--- src/hw/rtl/gini_pkg.sv ---
// ============================================================================
// gini_pkg: shared types and constants of the Gini impurity tracker
// Item and result beats, operation and status codes, the internal command
// passed from the front end to the back end, and the back-end state type.
// ============================================================================
`default_nettype none

package gini_pkg;

  localparam int OP_W     = 2;
  localparam int CHILD_W  = 3;
  localparam int LABEL_W  = 8;
  localparam int GINI_W   = 16;
  localparam int TOTAL_W  = 16;
  localparam int CFG_W    = 5;
  localparam int SUM_BITS = 64;
  localparam int Q_BITS   = 16;
  localparam int QUEUE_DEPTH = 2;

  localparam logic [CFG_W-1:0]  NUM_CLASSES_RESET = 5'd16;
  localparam logic [Q_BITS-1:0] Q_ONES            = 16'hFFFF;

  // Operation codes of an input item.
  localparam logic [OP_W-1:0] OP_ADD    = 2'd0;
  localparam logic [OP_W-1:0] OP_REMOVE = 2'd1;
  localparam logic [OP_W-1:0] OP_CLEAR  = 2'd2;

  typedef enum logic [1:0] {
    ST_OK    = 2'd0,
    ST_EMPTY = 2'd1,
    ST_UNDER = 2'd2,
    ST_OVER  = 2'd3
  } status_t;

  typedef struct packed {
    logic [OP_W-1:0]    op;
    logic [CHILD_W-1:0] child;
    logic [LABEL_W-1:0] class_label;
  } item_t;

  typedef struct packed {
    logic [CHILD_W-1:0] node;
    logic [GINI_W-1:0]  gini_q16;
    logic [TOTAL_W-1:0] node_total;
    status_t            status;
  } result_t;

  // What the back end has to do with one item.
  typedef enum logic [2:0] {
    K_ADD,
    K_REMOVE,
    K_CLEAR,
    K_QUERY,
    K_RANGE
  } kind_t;

  typedef struct packed {
    kind_t              kind;
    logic [CHILD_W-1:0] child;
    logic [LABEL_W-1:0] label;
    logic               counted;
  } cmd_t;

  typedef enum logic [3:0] {
    BK_INIT,
    BK_IDLE,
    BK_UPDATE,
    BK_WIPE,
    BK_SQUARE,
    BK_NUMER,
    BK_DIV_START,
    BK_DIV_WAIT,
    BK_EMIT
  } back_state_t;

endpackage

`default_nettype wire

--- src/hw/rtl/gini_fifo.sv ---
// ============================================================================
// gini_fifo: small synchronous queue
// Holds a few beats between two sides so that each can stall on its own.
// ============================================================================
`default_nettype none

module gini_fifo #(
  parameter int W     = 8,
  parameter int DEPTH = 2
) (
  input  wire logic         clk,
  input  wire logic         rst,
  input  wire logic         wr_en,
  input  wire logic [W-1:0] wr_data,
  output logic              full,
  input  wire logic         rd_en,
  output logic [W-1:0]      rd_data,
  output logic              empty
);

  localparam int PW = (DEPTH > 1) ? $clog2(DEPTH) : 1;

  logic [W-1:0]  mem [DEPTH];
  logic [PW-1:0] wr_ptr;
  logic [PW-1:0] rd_ptr;
  logic [PW:0]   count;
  logic          do_wr;
  logic          do_rd;

  assign full    = (count == (PW+1)'(DEPTH));
  assign empty   = (count == '0);
  assign do_wr   = wr_en && !full;
  assign do_rd   = rd_en && !empty;
  assign rd_data = mem[rd_ptr];

  always_ff @(posedge clk) begin
    if (rst) begin
      wr_ptr <= '0;
      rd_ptr <= '0;
      count  <= '0;
    end else begin
      if (do_wr) begin
        wr_ptr <= (wr_ptr == PW'(DEPTH - 1)) ? '0 : wr_ptr + 1'b1;
      end
      if (do_rd) begin
        rd_ptr <= (rd_ptr == PW'(DEPTH - 1)) ? '0 : rd_ptr + 1'b1;
      end
      if (do_wr && !do_rd) begin
        count <= count + 1'b1;
      end else if (do_rd && !do_wr) begin
        count <= count - 1'b1;
      end
    end
  end

  always_ff @(posedge clk) begin
    if (do_wr) begin
      mem[wr_ptr] <= wr_data;
    end
  end

endmodule

`default_nettype wire

--- src/hw/rtl/gini_div.sv ---
// ============================================================================
// gini_div: restoring fraction divider
// Forms floor(num * 2^16 / den) one quotient bit per cycle; a numerator at or
// above the denominator saturates the quotient to all ones at once.
// ============================================================================
`default_nettype none

module gini_div
  import gini_pkg::*;
#(
  parameter int DW = 32
) (
  input  wire logic          clk,
  input  wire logic          rst,
  input  wire logic          start,
  input  wire logic [DW-1:0] num,
  input  wire logic [DW-1:0] den,
  output logic               done,
  output logic [Q_BITS-1:0]  quot
);

  localparam int SW = $clog2(Q_BITS + 1);

  logic          active;
  logic [SW-1:0] cnt;
  logic [DW-1:0] rem;
  logic [DW-1:0] den_r;
  logic [DW:0]   rem_sh;
  logic [DW:0]   rem_dif;
  logic          fits;

  // The remainder stays below the denominator, so one shift never overflows.
  assign rem_sh  = {rem, 1'b0};
  assign rem_dif = rem_sh - {1'b0, den_r};
  assign fits    = (rem_sh >= {1'b0, den_r});

  always_ff @(posedge clk) begin
    if (rst) begin
      active <= 1'b0;
      done   <= 1'b0;
      cnt    <= '0;
    end else begin
      done <= 1'b0;
      if (start) begin
        if (num >= den) begin
          done <= 1'b1;
        end else begin
          active <= 1'b1;
          cnt    <= SW'(Q_BITS);
        end
      end else if (active) begin
        cnt <= cnt - 1'b1;
        if (cnt == SW'(1)) begin
          active <= 1'b0;
          done   <= 1'b1;
        end
      end
    end
  end

  always_ff @(posedge clk) begin
    if (start) begin
      rem   <= num;
      den_r <= den;
      quot  <= (num >= den) ? Q_ONES : '0;
    end else if (active) begin
      rem  <= fits ? rem_dif[DW-1:0] : rem_sh[DW-1:0];
      quot <= {quot[Q_BITS-2:0], fits};
    end
  end

endmodule

`default_nettype wire

--- src/hw/rtl/gini_front.sv ---
// ============================================================================
// gini_front: item intake and classification
// Holds the class-count register, sorts each accepted item into a command
// and queues it for the back end.
// ============================================================================
`default_nettype none

module gini_front
  import gini_pkg::*;
#(
  parameter int MAX_CHILDREN = 8,
  parameter int MAX_CLASSES  = 16
) (
  input  wire logic             clk,
  input  wire logic             rst,
  input  wire logic             push,
  output logic                  full,
  input  wire item_t            item,
  input  wire logic             cfg_valid,
  output logic                  cfg_ready,
  input  wire logic [CFG_W-1:0] cfg_data,
  input  wire logic             back_ready,
  output logic                  cmd_valid,
  output cmd_t                  cmd,
  input  wire logic             cmd_pop
);

  logic [CFG_W-1:0]    num_classes;
  cmd_t                cmd_in;
  logic [$bits(cmd_t)-1:0] cmd_bits;
  logic                q_full;
  logic                q_empty;
  logic                accept;

  assign cfg_ready = 1'b1;

  always_ff @(posedge clk) begin
    if (rst) begin
      num_classes <= NUM_CLASSES_RESET;
    end else if (cfg_valid) begin
      num_classes <= cfg_data;
    end
  end

  // Nothing enters while the back end is still wiping its memories.
  assign full   = q_full || !back_ready;
  assign accept = push && !full;

  always_comb begin
    cmd_in.child   = item.child;
    cmd_in.label   = item.class_label;
    cmd_in.counted = (item.class_label < LABEL_W'(num_classes)) &&
                     (int'(item.class_label) < MAX_CLASSES);
    if (int'(item.child) >= MAX_CHILDREN) begin
      cmd_in.kind = K_RANGE;
    end else begin
      case (item.op)
        OP_ADD:    cmd_in.kind = K_ADD;
        OP_REMOVE: cmd_in.kind = K_REMOVE;
        OP_CLEAR:  cmd_in.kind = K_CLEAR;
        default:   cmd_in.kind = K_QUERY;
      endcase
    end
  end

  gini_fifo #(
    .W     ($bits(cmd_t)),
    .DEPTH (QUEUE_DEPTH)
  ) u_cmd_q (
    .clk     (clk),
    .rst     (rst),
    .wr_en   (accept),
    .wr_data (cmd_in),
    .full    (q_full),
    .rd_en   (cmd_pop),
    .rd_data (cmd_bits),
    .empty   (q_empty)
  );

  assign cmd       = cmd_t'(cmd_bits);
  assign cmd_valid = !q_empty;

endmodule

`default_nettype wire

--- src/hw/rtl/gini_back.sv ---
// ============================================================================
// gini_back: count update and impurity evaluation
// Sequencer over the class-count and node memories, the squaring multiplier
// and the fraction divider; produces one result beat per command.
// ============================================================================
`default_nettype none

module gini_back
  import gini_pkg::*;
#(
  parameter int MAX_CHILDREN = 8,
  parameter int MAX_CLASSES  = 16,
  parameter int COUNT_BITS   = 16
) (
  input  wire logic clk,
  input  wire logic rst,
  input  wire logic cmd_valid,
  input  wire cmd_t cmd,
  output logic      cmd_pop,
  output logic      ready,
  input  wire logic res_full,
  output logic      res_push,
  output result_t   res
);

  localparam int TOTAL = MAX_CHILDREN * MAX_CLASSES;
  localparam int AW    = $clog2(TOTAL);
  localparam int CH_W  = $clog2(MAX_CHILDREN);
  localparam int CL_W  = $clog2(MAX_CLASSES);
  localparam int DW    = 2 * COUNT_BITS;
  localparam int NW    = COUNT_BITS + SUM_BITS;

  back_state_t state, state_next;

  logic [COUNT_BITS-1:0] cls_mem [TOTAL];
  logic [NW-1:0]         node_mem [MAX_CHILDREN];
  logic [COUNT_BITS-1:0] cls_rd;
  logic [NW-1:0]         node_rd;

  logic [AW-1:0]   cnt;
  kind_t           kind_r;
  logic            counted_r;
  logic [CHILD_W-1:0] child_r;
  logic [AW-1:0]   base_r;
  logic [AW-1:0]   addr_r;
  logic [COUNT_BITS-1:0] n_r;
  logic [SUM_BITS-1:0]   s_r;
  status_t         status_r;
  logic [DW-1:0]   d_r;
  logic [DW-1:0]   num_r;
  logic [GINI_W-1:0] gini_r;

  logic [CH_W-1:0] head_child;
  logic [AW-1:0]   head_base;
  logic [AW-1:0]   head_addr;

  logic [COUNT_BITS-1:0] n_cur, n_new, c_new;
  logic [SUM_BITS-1:0]   s_cur, s_new;
  status_t               upd_st;
  logic                  upd_node_we, upd_cls_we;

  logic                  cls_we, node_we;
  logic [AW-1:0]         cls_waddr;
  logic [COUNT_BITS-1:0] cls_wdata;
  logic [CH_W-1:0]       node_waddr;
  logic [NW-1:0]         node_wdata;

  logic              div_start, div_done;
  logic [Q_BITS-1:0] div_quot;

  // Memory address of the command at the head of the queue.
  assign head_child = CH_W'(cmd.child);
  assign head_base  = AW'(head_child) * AW'(MAX_CLASSES);
  assign head_addr  = cmd.counted ? head_base + AW'(CL_W'(cmd.label)) : head_base;

  // Count update for add, remove and clear; a refused item leaves everything alone.
  assign n_cur = node_rd[SUM_BITS +: COUNT_BITS];
  assign s_cur = node_rd[SUM_BITS-1:0];

  always_comb begin
    n_new       = n_cur;
    s_new       = s_cur;
    c_new       = cls_rd;
    upd_st      = ST_OK;
    upd_node_we = 1'b0;
    upd_cls_we  = 1'b0;
    case (kind_r)
      K_ADD: begin
        if (n_cur == '1) begin
          upd_st = ST_OVER;
        end else begin
          n_new       = n_cur + 1'b1;
          upd_node_we = 1'b1;
          if (counted_r) begin
            s_new      = s_cur + SUM_BITS'({cls_rd, 1'b1});
            c_new      = cls_rd + 1'b1;
            upd_cls_we = 1'b1;
          end
        end
      end
      K_REMOVE: begin
        if (n_cur == '0 || (counted_r && cls_rd == '0)) begin
          upd_st = ST_UNDER;
        end else begin
          n_new       = n_cur - 1'b1;
          upd_node_we = 1'b1;
          if (counted_r) begin
            s_new      = s_cur - SUM_BITS'({cls_rd, 1'b0}) + SUM_BITS'(1);
            c_new      = cls_rd - 1'b1;
            upd_cls_we = 1'b1;
          end
        end
      end
      K_CLEAR: begin
        n_new       = '0;
        s_new       = '0;
        upd_node_we = 1'b1;
      end
      default: begin
      end
    endcase
  end

  // Next state.
  always_comb begin
    state_next = state;
    case (state)
      BK_INIT:      if (cnt == AW'(TOTAL - 1)) state_next = BK_IDLE;
      BK_IDLE: begin
        if (cmd_valid) begin
          state_next = (cmd.kind == K_RANGE) ? BK_EMIT : BK_UPDATE;
        end
      end
      BK_UPDATE: begin
        if (kind_r == K_CLEAR) begin
          state_next = BK_WIPE;
        end else if (n_new == '0) begin
          state_next = BK_EMIT;
        end else begin
          state_next = BK_SQUARE;
        end
      end
      BK_WIPE:      if (cnt == AW'(MAX_CLASSES - 1)) state_next = BK_EMIT;
      BK_SQUARE:    state_next = BK_NUMER;
      BK_NUMER:     state_next = BK_DIV_START;
      BK_DIV_START: state_next = BK_DIV_WAIT;
      BK_DIV_WAIT:  if (div_done) state_next = BK_EMIT;
      BK_EMIT:      if (!res_full) state_next = BK_IDLE;
      default:      state_next = BK_IDLE;
    endcase
  end

  // Outputs and memory write ports.
  always_comb begin
    cmd_pop    = 1'b0;
    ready      = 1'b1;
    cls_we     = 1'b0;
    cls_waddr  = addr_r;
    cls_wdata  = '0;
    node_we    = 1'b0;
    node_waddr = CH_W'(child_r);
    node_wdata = {n_new, s_new};
    div_start  = 1'b0;
    res_push   = 1'b0;
    case (state)
      BK_INIT: begin
        ready      = 1'b0;
        cls_we     = 1'b1;
        cls_waddr  = cnt;
        node_we    = (cnt < AW'(MAX_CHILDREN));
        node_waddr = cnt[CH_W-1:0];
        node_wdata = '0;
      end
      BK_IDLE: begin
        cmd_pop = cmd_valid;
      end
      BK_UPDATE: begin
        node_we   = upd_node_we;
        cls_we    = upd_cls_we;
        cls_wdata = c_new;
      end
      BK_WIPE: begin
        cls_we    = 1'b1;
        cls_waddr = base_r + cnt;
      end
      BK_DIV_START: begin
        div_start = 1'b1;
      end
      BK_EMIT: begin
        res_push = !res_full;
      end
      default: begin
      end
    endcase
  end

  always_ff @(posedge clk) begin
    if (rst) begin
      state <= BK_INIT;
      cnt   <= '0;
    end else begin
      state <= state_next;
      if (state == BK_INIT || state == BK_WIPE) begin
        cnt <= cnt + 1'b1;
      end else if (state == BK_UPDATE) begin
        cnt <= '0;
      end
    end
  end

  always_ff @(posedge clk) begin
    if (cls_we) begin
      cls_mem[cls_waddr] <= cls_wdata;
    end
    if (node_we) begin
      node_mem[node_waddr] <= node_wdata;
    end
    if (cmd_pop) begin
      cls_rd  <= cls_mem[head_addr];
      node_rd <= node_mem[head_child];
    end
  end

  always_ff @(posedge clk) begin
    case (state)
      BK_IDLE: begin
        if (cmd_valid) begin
          kind_r    <= cmd.kind;
          counted_r <= cmd.counted;
          child_r   <= cmd.child;
          base_r    <= head_base;
          addr_r    <= head_addr;
          n_r       <= '0;
          status_r  <= ST_OK;
        end
      end
      BK_UPDATE: begin
        n_r      <= n_new;
        s_r      <= s_new;
        status_r <= upd_st;
      end
      BK_SQUARE: begin
        d_r <= DW'(n_r) * DW'(n_r);
      end
      BK_NUMER: begin
        num_r <= (SUM_BITS'(d_r) >= s_r) ? DW'(SUM_BITS'(d_r) - s_r) : '0;
      end
      BK_DIV_WAIT: begin
        if (div_done) begin
          gini_r <= div_quot;
        end
      end
      default: begin
      end
    endcase
  end

  gini_div #(
    .DW (DW)
  ) u_div (
    .clk   (clk),
    .rst   (rst),
    .start (div_start),
    .num   (num_r),
    .den   (d_r),
    .done  (div_done),
    .quot  (div_quot)
  );

  // An empty node reads as zero impurity, with the empty status unless the item was refused.
  always_comb begin
    res.node       = child_r;
    res.gini_q16   = (n_r == '0) ? '0 : gini_r;
    res.node_total = TOTAL_W'(n_r);
    res.status     = (n_r == '0 && status_r == ST_OK) ? ST_EMPTY : status_r;
  end

endmodule

`default_nettype wire

--- src/hw/rtl/gini_impurity_tracker.sv ---
// ============================================================================
// gini_impurity_tracker: per-node class counts with Gini impurity results
// Top level: item queue and classifier, update/evaluate back end, result
// queue.
// ============================================================================
// Each item adds one labelled observation to a child node, removes one,
// clears the node or only reports it; every item gives one result beat with
// the node's Gini impurity 1 - sum(c^2)/n^2 as an unsigned Q0.16 fraction
// (truncated, saturated at 0xFFFF), the node total and a status. Both sides
// look like a queue: push items while full is low, pop results while empty
// is low. The back end works on one item at a time; an add, remove or query
// that leaves the node non-empty runs the 16-step restoring divider that
// forms the fraction, and a clear runs the sweep that zeroes the node's row
// of class counts one entry per cycle. A two-beat queue on each side lets
// items wait while the back end is busy and lets the back end move on while
// a finished result is still waiting to be popped. After reset the block
// wipes all MAX_CHILDREN * MAX_CLASSES class-count entries (128 with the
// default parameters) and the node totals, holding full high meanwhile;
// configuration writes are taken at any time. The num_classes register (reset
// 16) should be written only while the block is idle. Labels at or above
// num_classes (or MAX_CLASSES) only change the node total.
`default_nettype none

module gini_impurity_tracker
  import gini_pkg::*;
#(
  parameter int MAX_CHILDREN = 8,
  parameter int MAX_CLASSES  = 16,
  parameter int COUNT_BITS   = 16
) (
  input  wire logic             clk,
  input  wire logic             rst,
  input  wire logic             push,
  output logic                  full,
  input  wire item_t            item,
  output logic                  empty,
  input  wire logic             pop,
  output result_t               result,
  input  wire logic             cfg_valid,
  output logic                  cfg_ready,
  input  wire logic [CFG_W-1:0] cfg_data
);

  cmd_t    cmd;
  logic    cmd_valid;
  logic    cmd_pop;
  logic    back_ready;
  logic    res_full;
  logic    res_push;
  result_t res;
  logic [$bits(result_t)-1:0] res_bits;

  // Front end: registers the class count and classifies items into commands.
  gini_front #(
    .MAX_CHILDREN (MAX_CHILDREN),
    .MAX_CLASSES  (MAX_CLASSES)
  ) u_front (
    .clk        (clk),
    .rst        (rst),
    .push       (push),
    .full       (full),
    .item       (item),
    .cfg_valid  (cfg_valid),
    .cfg_ready  (cfg_ready),
    .cfg_data   (cfg_data),
    .back_ready (back_ready),
    .cmd_valid  (cmd_valid),
    .cmd        (cmd),
    .cmd_pop    (cmd_pop)
  );

  // Back end: updates counts and computes the impurity of the touched node.
  gini_back #(
    .MAX_CHILDREN (MAX_CHILDREN),
    .MAX_CLASSES  (MAX_CLASSES),
    .COUNT_BITS   (COUNT_BITS)
  ) u_back (
    .clk       (clk),
    .rst       (rst),
    .cmd_valid (cmd_valid),
    .cmd       (cmd),
    .cmd_pop   (cmd_pop),
    .ready     (back_ready),
    .res_full  (res_full),
    .res_push  (res_push),
    .res       (res)
  );

  // Result queue: the oldest finished beat sits on the result port.
  gini_fifo #(
    .W     ($bits(result_t)),
    .DEPTH (QUEUE_DEPTH)
  ) u_res_q (
    .clk     (clk),
    .rst     (rst),
    .wr_en   (res_push),
    .wr_data (res),
    .full    (res_full),
    .rd_en   (pop),
    .rd_data (res_bits),
    .empty   (empty)
  );

  assign result = result_t'(res_bits);

endmodule

`default_nettype wire

--- config.mk ---
export PLATFORM = sky130hd
export DESIGN_NAME = gini_impurity_tracker
export DESIGN_NICKNAME = d
export VERILOG_FILES = /design/src/hw/rtl/gini_pkg.sv /design/src/hw/rtl/gini_fifo.sv /design/src/hw/rtl/gini_div.sv /design/src/hw/rtl/gini_front.sv /design/src/hw/rtl/gini_back.sv /design/src/hw/rtl/gini_impurity_tracker.sv
export SDC_FILE = /design/constraint.sdc
export NUM_CORES = 2
export LEC_CHECK = 0
export BUFFER_PORTS_ARGS = -buffer_cell sky130_fd_sc_hd__buf_2
export CORE_MARGIN = 10
export CORE_UTILIZATION = 50
export CTS_CLUSTER_SIZE = 28
export DETAILED_ROUTE_END_ITERATION = 8
export PLACE_DENSITY = 0.69
export SYNTH_ARGS = -nofsm -noshare
export SYNTH_HDL_FRONTEND = slang
export SYNTH_SLANG_ARGS = --single-unit
--- constraint.sdc ---
create_clock -name clk -period 12.7 [get_ports clk]
set_clock_uncertainty 0.15 [all_clocks]
set_input_delay 0.635 -clock clk [delete_from_list [all_inputs] [get_ports clk]]
set_output_delay 0.635 -clock clk [all_outputs]
set_load 0.05 [all_outputs]
== Word level (Yosys, flattened, before mapping) ==
Memory sizes are Yosys's and may differ from the RTL's. A register that Yosys moved wholly into a read port is not among the register bits.
Cells that the tools add are included.

* Memory bits (writable): 2790
* Word-level logic and storage cells: 216
* Register bits: 287
* Memories: 4
* Output and inout bits: 40

{| class="wikitable"
|+ Memory list
! memory !! words !! width !! rd ports !! clocked after memory_dff !! wr ports !! line !! source
|-
| u_back.cls_mem || 128 || 16 || 1 || 1 || 1 || gini_back.sv:35 || <nowiki>logic [COUNT_BITS-1:0] cls_mem [TOTAL];</nowiki>
|-
| u_back.node_mem || 8 || 80 || 1 || 1 || 1 || gini_back.sv:36 || <nowiki>logic [NW-1:0] node_mem [MAX_CHILDREN];</nowiki>
|-
| u_res_q.mem || 2 || 37 || 1 || 1 || 1 || gini_fifo.sv:23 || <nowiki>logic [W-1:0] mem [DEPTH];</nowiki>
|-
| u_front.u_cmd_q.mem || 2 || 14 || 1 || 1 || 1 || gini_fifo.sv:23 ||
|}

* Bitwise gates (word level): 1
* $mul: 1
* $add $sub $neg: 21
* Equality and inequality tests: 25
* Magnitude comparators: 6
* Muxes and demuxes: 88
* Reductions and logical operators: 45

{| class="wikitable"
|+ Operator list
! cell !! count
|-
| 2-to-1 mux 64 bit || 4
|-
| 2-to-1 mux 16 bit || 12
|-
| case mux 64 bit (3 select lines) || 1
|-
| 2-to-1 mux 32 bit || 3
|-
| 2-to-1 mux 80 bit || 1
|-
| adder 64 x 1 -> 64 bit, second input constant || 1
|-
| adder 64 x 17 -> 64 bit || 1
|-
| greater-or-equal comparator 32 x 64 -> 1 bit || 1
|-
| logical NOT 16 bit || 4
|-
| case mux 16 bit (2 select lines) || 2
|-
| subtractor 32 bit || 2
|-
| subtractor 64 x 17 -> 64 bit || 1
|-
| case mux 16 bit (3 select lines) || 1
|-
| case mux 4 bit (9 select lines) || 1
|-
| greater-or-equal comparator 33 x 32 -> 1 bit || 1
|-
| adder 16 x 1 -> 16 bit, second input constant || 2
|-
| greater-or-equal comparator 32 bit || 1
|-
| multiplier 16 x 16 -> 32 bit || 1
|-
| 2-to-1 mux 1 bit || 32
|-
| 2-to-1 mux 4 bit || 8
|-
| subtractor 16 x 1 -> 16 bit, second input constant || 2
|-
| 2-to-1 mux 7 bit || 3
|-
| == test 16 bit, second input constant || 1
|-
| == test 4 x 3 -> 1 bit, second input constant || 4
|-
| other kinds (42) || 97
|}

== Logic depth before layout (Yosys ltp) ==
* Depth after elaboration: 9
* Mapped depth: 27
* Depth with buffers taken out: 25

== Hierarchy ==
Synthesis repeated with hierarchy kept, for this count alone.

* Cell total of the unflattened synthesis: 9329
* Area, all modules: 142166.3 um2

{| class="wikitable"
|+ By module, submodules not included
! module !! times used !! cells each !! area each (um2) !! seq. area each (um2)
|-
| gini_back || 1 || 8380 || 130923.1 || 88985.3
|-
| gini_div || 1 || 696 || 6740.2 || 2542.4
|-
| gini_fifo (u_res_q) || 1 || 140 || 2884.0 || 2322.2
|-
| gini_fifo (u_front.u_cmd_q) || 1 || 72 || 1297.5 || 1001.0
|-
| gini_front || 1 || 41 || 321.6 || 100.1
|}

== Least setup slack after synthesis ==
OpenSTA, ideal clock, no wires.

* Path kind: register -> register
* Start point: register u_back.node_rd[74] (read register of u_back.node_mem)
* End point: memory u_back.cls_mem[0][1], data pin
* Setup time: 1.154 ns
* Clock period less this slack: 8.456 ns
* Data arrival time: 7.152 ns
* Required time: 11.396 ns
* Stages on the path, launching flop included: 10
* Path slack: 4.244 ns
* Cell sequence: edfxtp_1 -> buf_6 -> or3_4 -> or3_4 -> o32ai_2 -> nor2_1 -> nand2_1 -> buf_1 -> a21oi_1 -> nor3_1

* Longest elaborated chain between the ends: 5
* Elaborated cells between the ends (all ways): 7
* Classes of those cells: eq/ne: 1; mux: 4; reduce/logical: 2

{| class="wikitable"
|+ Ends and longest elaborated chain
! what !! line !! source
|-
| from (decl) || gini_back.sv:38 || <nowiki>logic [NW-1:0] node_rd;</nowiki>
|-
| logical NOT 16 bit || gini_back.sv:102 || <nowiki>if (n_cur == '0 || (counted_r && cls_rd == '0)) begin</nowiki>
|-
| logical OR 1 bit || gini_back.sv:102 ||
|-
| 2-to-1 mux 16 bit || gini_back.sv:102 ||
|-
| case mux 16 bit (2 select lines) * || gini_back.sv:87 || <nowiki>case (kind_r)</nowiki>
|-
| 2-to-1 mux 16 bit * || gini_back.sv:165 || <nowiki>case (state)</nowiki>
|-
| named net u_back.cls_wdata[1] || gini_back.sv:64 || <nowiki>logic [COUNT_BITS-1:0] cls_wdata;</nowiki>
|-
| to (decl) || gini_back.sv:35 ||
|}

Mark *: on every way through the listed nets, which the timed path passes. The rest lies on a longest branch.

== Final worst setup path ==
* Start point: register u_back.n_r[9]
* End point: register u_back.d_r[25], data pin

* Longest elaborated chain between the ends: 1

{| class="wikitable"
|+ Ends and longest elaborated chain
! what !! line !! source
|-
| from (decl) || gini_back.sv:46 || <nowiki>logic [COUNT_BITS-1:0] n_r;</nowiki>
|-
| from (signal assigned) || gini_back.sv:238 || <nowiki>n_r <= n_new;</nowiki>
|-
| multiplier 16 x 16 -> 32 bit || gini_back.sv:243 || <nowiki>d_r <= DW'(n_r) * DW'(n_r);</nowiki>
|-
| to (signal assigned) || gini_back.sv:243 ||
|-
| to (decl) || gini_back.sv:49 || <nowiki>logic [DW-1:0] d_r;</nowiki>
|}

No other way between the ends.
A chain may end at the register's enable or synchronous reset.

==> qor.csv <==
stage;metric;value;unit
worst_setup_path;cpMaxStageDelayCell;edfxtp_1;
drt;antenna_left;0;
worst_setup_path;crit_path_end_kind;flip-flop;
worst_setup_path;cp-endpoint;u_back.d_r[25]$_DFFE_PP_;
logic_synthesis;synth_cell_types;89;
logic_synthesis;ys_top_cells_by_area;edfxtp_1, nand2_1, nand3_1, o221ai_1, ha_1;
timing;fin_setup_tns;0;ns
clocking;clk_pin_slew;0.06;ns
timing;grt_setup_unrepaired;false;
floorplanning;core-area;285000;sq um
logic_synthesis;synth-xor-area-share;1.19;%
layout;syn2layout_area_growth;10.8;%
logic_synthesis;yosysTopAreaCellShare;65.8;%
timing;tightest_slew;1.24;ns
timing;hold_violations;0;
placement;dpl_cell_area;148000;sq um
drt;viasPerCell;6.27;
logic_synthesis;synth_top_family_by_area;simple AND/OR/NAND/NOR gates;
logic_synthesis;syn_area;143000;sq um
placement;dp_hpwl;234000;um
logic_synthesis;yosys_warnings;0;
worst_setup_path;start_kind;flip-flop;
clocking;cts_resized;0;
logic_synthesis;syn_inst;11500;
global_route;gr-total-overflow;0;
logic_synthesis;synthSimpleGateAreaFrac;14.0;%
floorplanning;ioPinCount;63;
logic_synthesis;synth.area.mux_share;0.662;%
clocking;clock-sinks;3161;
floorplanning;dieArea;307000;sq um
drt;wirelength;397000;um
floorplanning;num_rows;196;
global_route;grt_max_degree;193;
pwr;powerDensity;133;nW/um^2
pwr;p_leak;54.0;nW
logic_synthesis;synth_top_cell_by_area;edfxtp_1;
worst_setup_path;path_cells;and2_1 -> fa_1 -> inv_1 -> fa_1 -> inv_1 -> fa_1 -> inv_1 -> fa_1 -> inv_1 -> fa_1 -> inv_1 -> fa_1 -> inv_1 -> ha_1 -> a21o_1 -> a21o_1 -> a21oi_1 -> o31ai_1 -> a221o_1 -> a21oi_1 -> o21ai_0 -> a21o_1 -> a21oi_1 -> xnor2_1;
clocking;cts_tree;done;
global_route;grt_pass1_wl;594000;um
worst_setup_path;critPathMaxFanout;21;
drt;drcViolationCount;0;
logic_synthesis;ys_seq_area_share;66.3;%
layout;final_area;158000;sq um
placement;globalplace.congestion;0.910;
layout;fillerInstances;22700;
clocking;h-tree-depth;5;
drt;routedWlPerCell;25.7;um
floorplanning;die_h;554;um
timing;fmaxAchievable;0.137;GHz
layout;nets;12000;
job;maxCapViolations;0;
worst_setup_path;critical_path_buf_inv_count;6;
worst_setup_path;r2r-end;u_back.d_r[25]$_DFFE_PP_;
layout;drive_gt1_share;8.15;%
logic_synthesis;avgSynthCellArea;12.4;sq um
drt;drt_iter0_markers;13000;
min_path;min_path_cells;1;
floorplanning;die_x;554;um
worst_setup_path;crit_arrival;7.73;ns
logic_synthesis;syn_nets;12000;
timing;min_period;7.31;ns
min_path;min_from;item[1];
worst_setup_path;path_class;flip-flop to flip-flop;
worst_setup_path;rr_worst_depth;24;
worst_setup_path;startpoint;u_back.n_r[9]$_SDFFCE_PN0P_;
run_status;outcome;finished clean;
global_route;grt_pass1_vias;93800;
clocking;clk-insertion-delay-late;0.91;ns
logic_synthesis;yosys-top-cells-count;edfxtp_1, nand2_1, nand3_1;
timing;setup_violations;0;
logic_synthesis;synth-compound-area-share;9.25;%
timing;timing.final.crit_share;57.5;%
drt;first_pass_iters;7;
floorplanning;floorplan.initialDensity;50.1;%
worst_setup_path;cp.required;13.13;ns
logic_synthesis;yosysMostFrequentCell;edfxtp_1;
clocking;clock_path_buffers;4;
worst_setup_path;regToRegSetupSlack;5.39;ns
worst_setup_path;rr_startpoint;u_back.n_r[9]$_SDFFCE_PN0P_;
clocking;root_buffer;clkbuf_16;
global_route;antenna_found_initial;4;
global_route;track_usage;24.9;%
timing;drv_slew;0;
worst_setup_path;critPathMaxStageDelay;0.77;ns
drt;vias;97000;
min_path;hold_class;input pin to flip-flop;
logic_synthesis;synth_edf_count;3128;
placement;port-buffer-count;61;
logic_synthesis;ys_async_sr_fraction;0;%
worst_setup_path;crit_family;adder cells;
logic_synthesis;synth_fa_ha_area_share;5.38;%
logic_synthesis;synth_seq_cells;3161;
clocking;cts_made_buffers;326;
logic_synthesis;synth-main-ff-cell;edfxtp_1;
worst_setup_path;crit_cells;24;
pwr;ir_drop;126;uV
timing;slew_headroom;16.4;%
[cells by family (layout without fill, tap and decap cells)]
logic type                 Yosys count  count (layout)
AOI/OAI and AO/OA                 1842            1842
xor gates and xnor gates           194             194
adders and majority gates          515             515
buffers and inverters             1223            1409
DFF                               3161            3161
muxes                               89              89
other                                1               6
and+or+nand+nor                   4482            4482
[worst register-to-register path: cells and delay by family (launching register included)]
family / cells / cell delay (ns)
flops: 1 / 0.77
buf+inv: 6 / 0.32
xor+xnor: 1 / 0.09
fa+ha+maj: 7 / 3.27
compound gates: 9 / 2.12
simple gates: 1 / 0.35
[routing by layer]
metal | vias up | part of all wire, % | routed length, um | GRT usage, %
li1 | 42800 | - | - | -
met5 | - | 0 | 0 | 0
met1 | 48300 | 41 | 162000 | 35.4
met2 | 5122 | 46 | 181000 | 38.7
met4 | 0 | 3.7 | 14700 | 8.50
met3 | 770 | 9.8 | 38800 | 4.51
[state kept, by name (all words and copies together) (netlist names), 2 cells and up, named ones only]
register               flops
u_back.child_r             3
u_back.cnt                 7
u_back.d_r                31
u_back.node_rd            80
u_back.n_r                16
u_back.kind_r              2
u_res_q.mem               74
u_back.u_div.quot         16
u_front.num_classes        5
u_back.state               4
u_back.cls_rd             16
u_back.node_mem          640
u_back.cls_mem          2048
u_back.addr_r              4
u_front.u_cmd_q.mem       20
u_back.gini_r             16
u_back.num_r              32
u_res_q.count              2
u_back.s_r                64
u_back.u_div.den_r        31
u_back.u_div.rem          32
u_front.u_cmd_q.count      2
u_back.status_r            2
u_back.u_div.cnt           5
[area by class of cell]
cell class              count  area (sq um)  area share (%)
flip-flops and latches   3161         94600            59.8
diodes                      5          12.5         0.00791
clock buffers             384          8470            5.36
well taps                3762          4710            2.98
inverters                 497          1900            1.20
clock inverters           191          1840            1.16
multi-input cells        7123         44000            27.8
repair buffers            337          2570            1.63
[how the worst min path moves through the flow]
stage	slack, ns	end
after global routing	0.01	u_front.u_cmd_q.mem[1][2]$_DFFE_PP_
after floorplan	0.25	u_back.gini_r[15]$_DFFE_PP_
final	0.07	u_front.u_cmd_q.mem[1][2]$_DFFE_PP_
after CTS	0.02	u_front.u_cmd_q.mem[1][2]$_DFFE_PP_
after detailed placement	0.27	u_back.gini_r[15]$_DFFE_PP_
after global placement	0.26	u_back.gini_r[15]$_DFFE_PP_
[through the flow]
step	std cells	hold WS [ns]	worst slack, ns	power, W	utilization, %
final	15500	0.0713	5.39	0.0210	55.5
after global routing	15500	0.0125	4.95	0.0216	55.5
after CTS	15500	0.0163	5.36	0.0212	55.5
after detailed placement	14900	0.266	5.36	0.0119	51.9
after global placement	14900	0.255	5.35	0.0119	51.9
after floorplan	11500	0.250	4.24	0.0118	-
[cell usage in the layout (no fill, tap or decap), types with 35 or more instances in the layout]
master / synthesis / final
a21o_1: 104 / 104
a21oi_1: 372 / 360
a311oi_1: 132 / 132
a31oi_1: 121 / 121
and2_1: 114 / 113
and3_1: 97 / 97
buf_2: 9 / 61
buf_4: 1 / 250
clkbuf_1: 646 / 52
clkbuf_16: 0 / 329
clkinv_1: 1 / 68
clkinv_2: 0 / 56
edfxtp_1: 3128 / 3128
fa_1: 165 / 165
ha_1: 350 / 350
inv_1: 493 / 489
mux2_2: 43 / 43
mux2i_1: 46 / 42
nand2_1: 2065 / 2062
nand3_1: 1347 / 1345
nand4_1: 67 / 67
nor2_1: 464 / 418
nor3_1: 130 / 127
nor4_1: 40 / 38
o211ai_1: 83 / 83
o21ai_0: 237 / 237
o21bai_1: 40 / 40
o221ai_1: 521 / 521
or3_1: 35 / 35
xnor2_1: 125 / 125
xor2_1: 69 / 69
[what timing repair did]
item,CTS,global route
buffers inserted,0,0
hold endpoints to repair,20,0
hold buffers,13,0
[where the power goes]
group / switching [W] / total [W] / internal [W]
Clock: 0.00397 / 0.00936 / 0.00538
Combinational: 0.000187 / 0.000239 / 0.0000522
Sequential: 0.0000320 / 0.0115 / 0.0114
No activity file was read; power rests on OpenSTA's default activity.
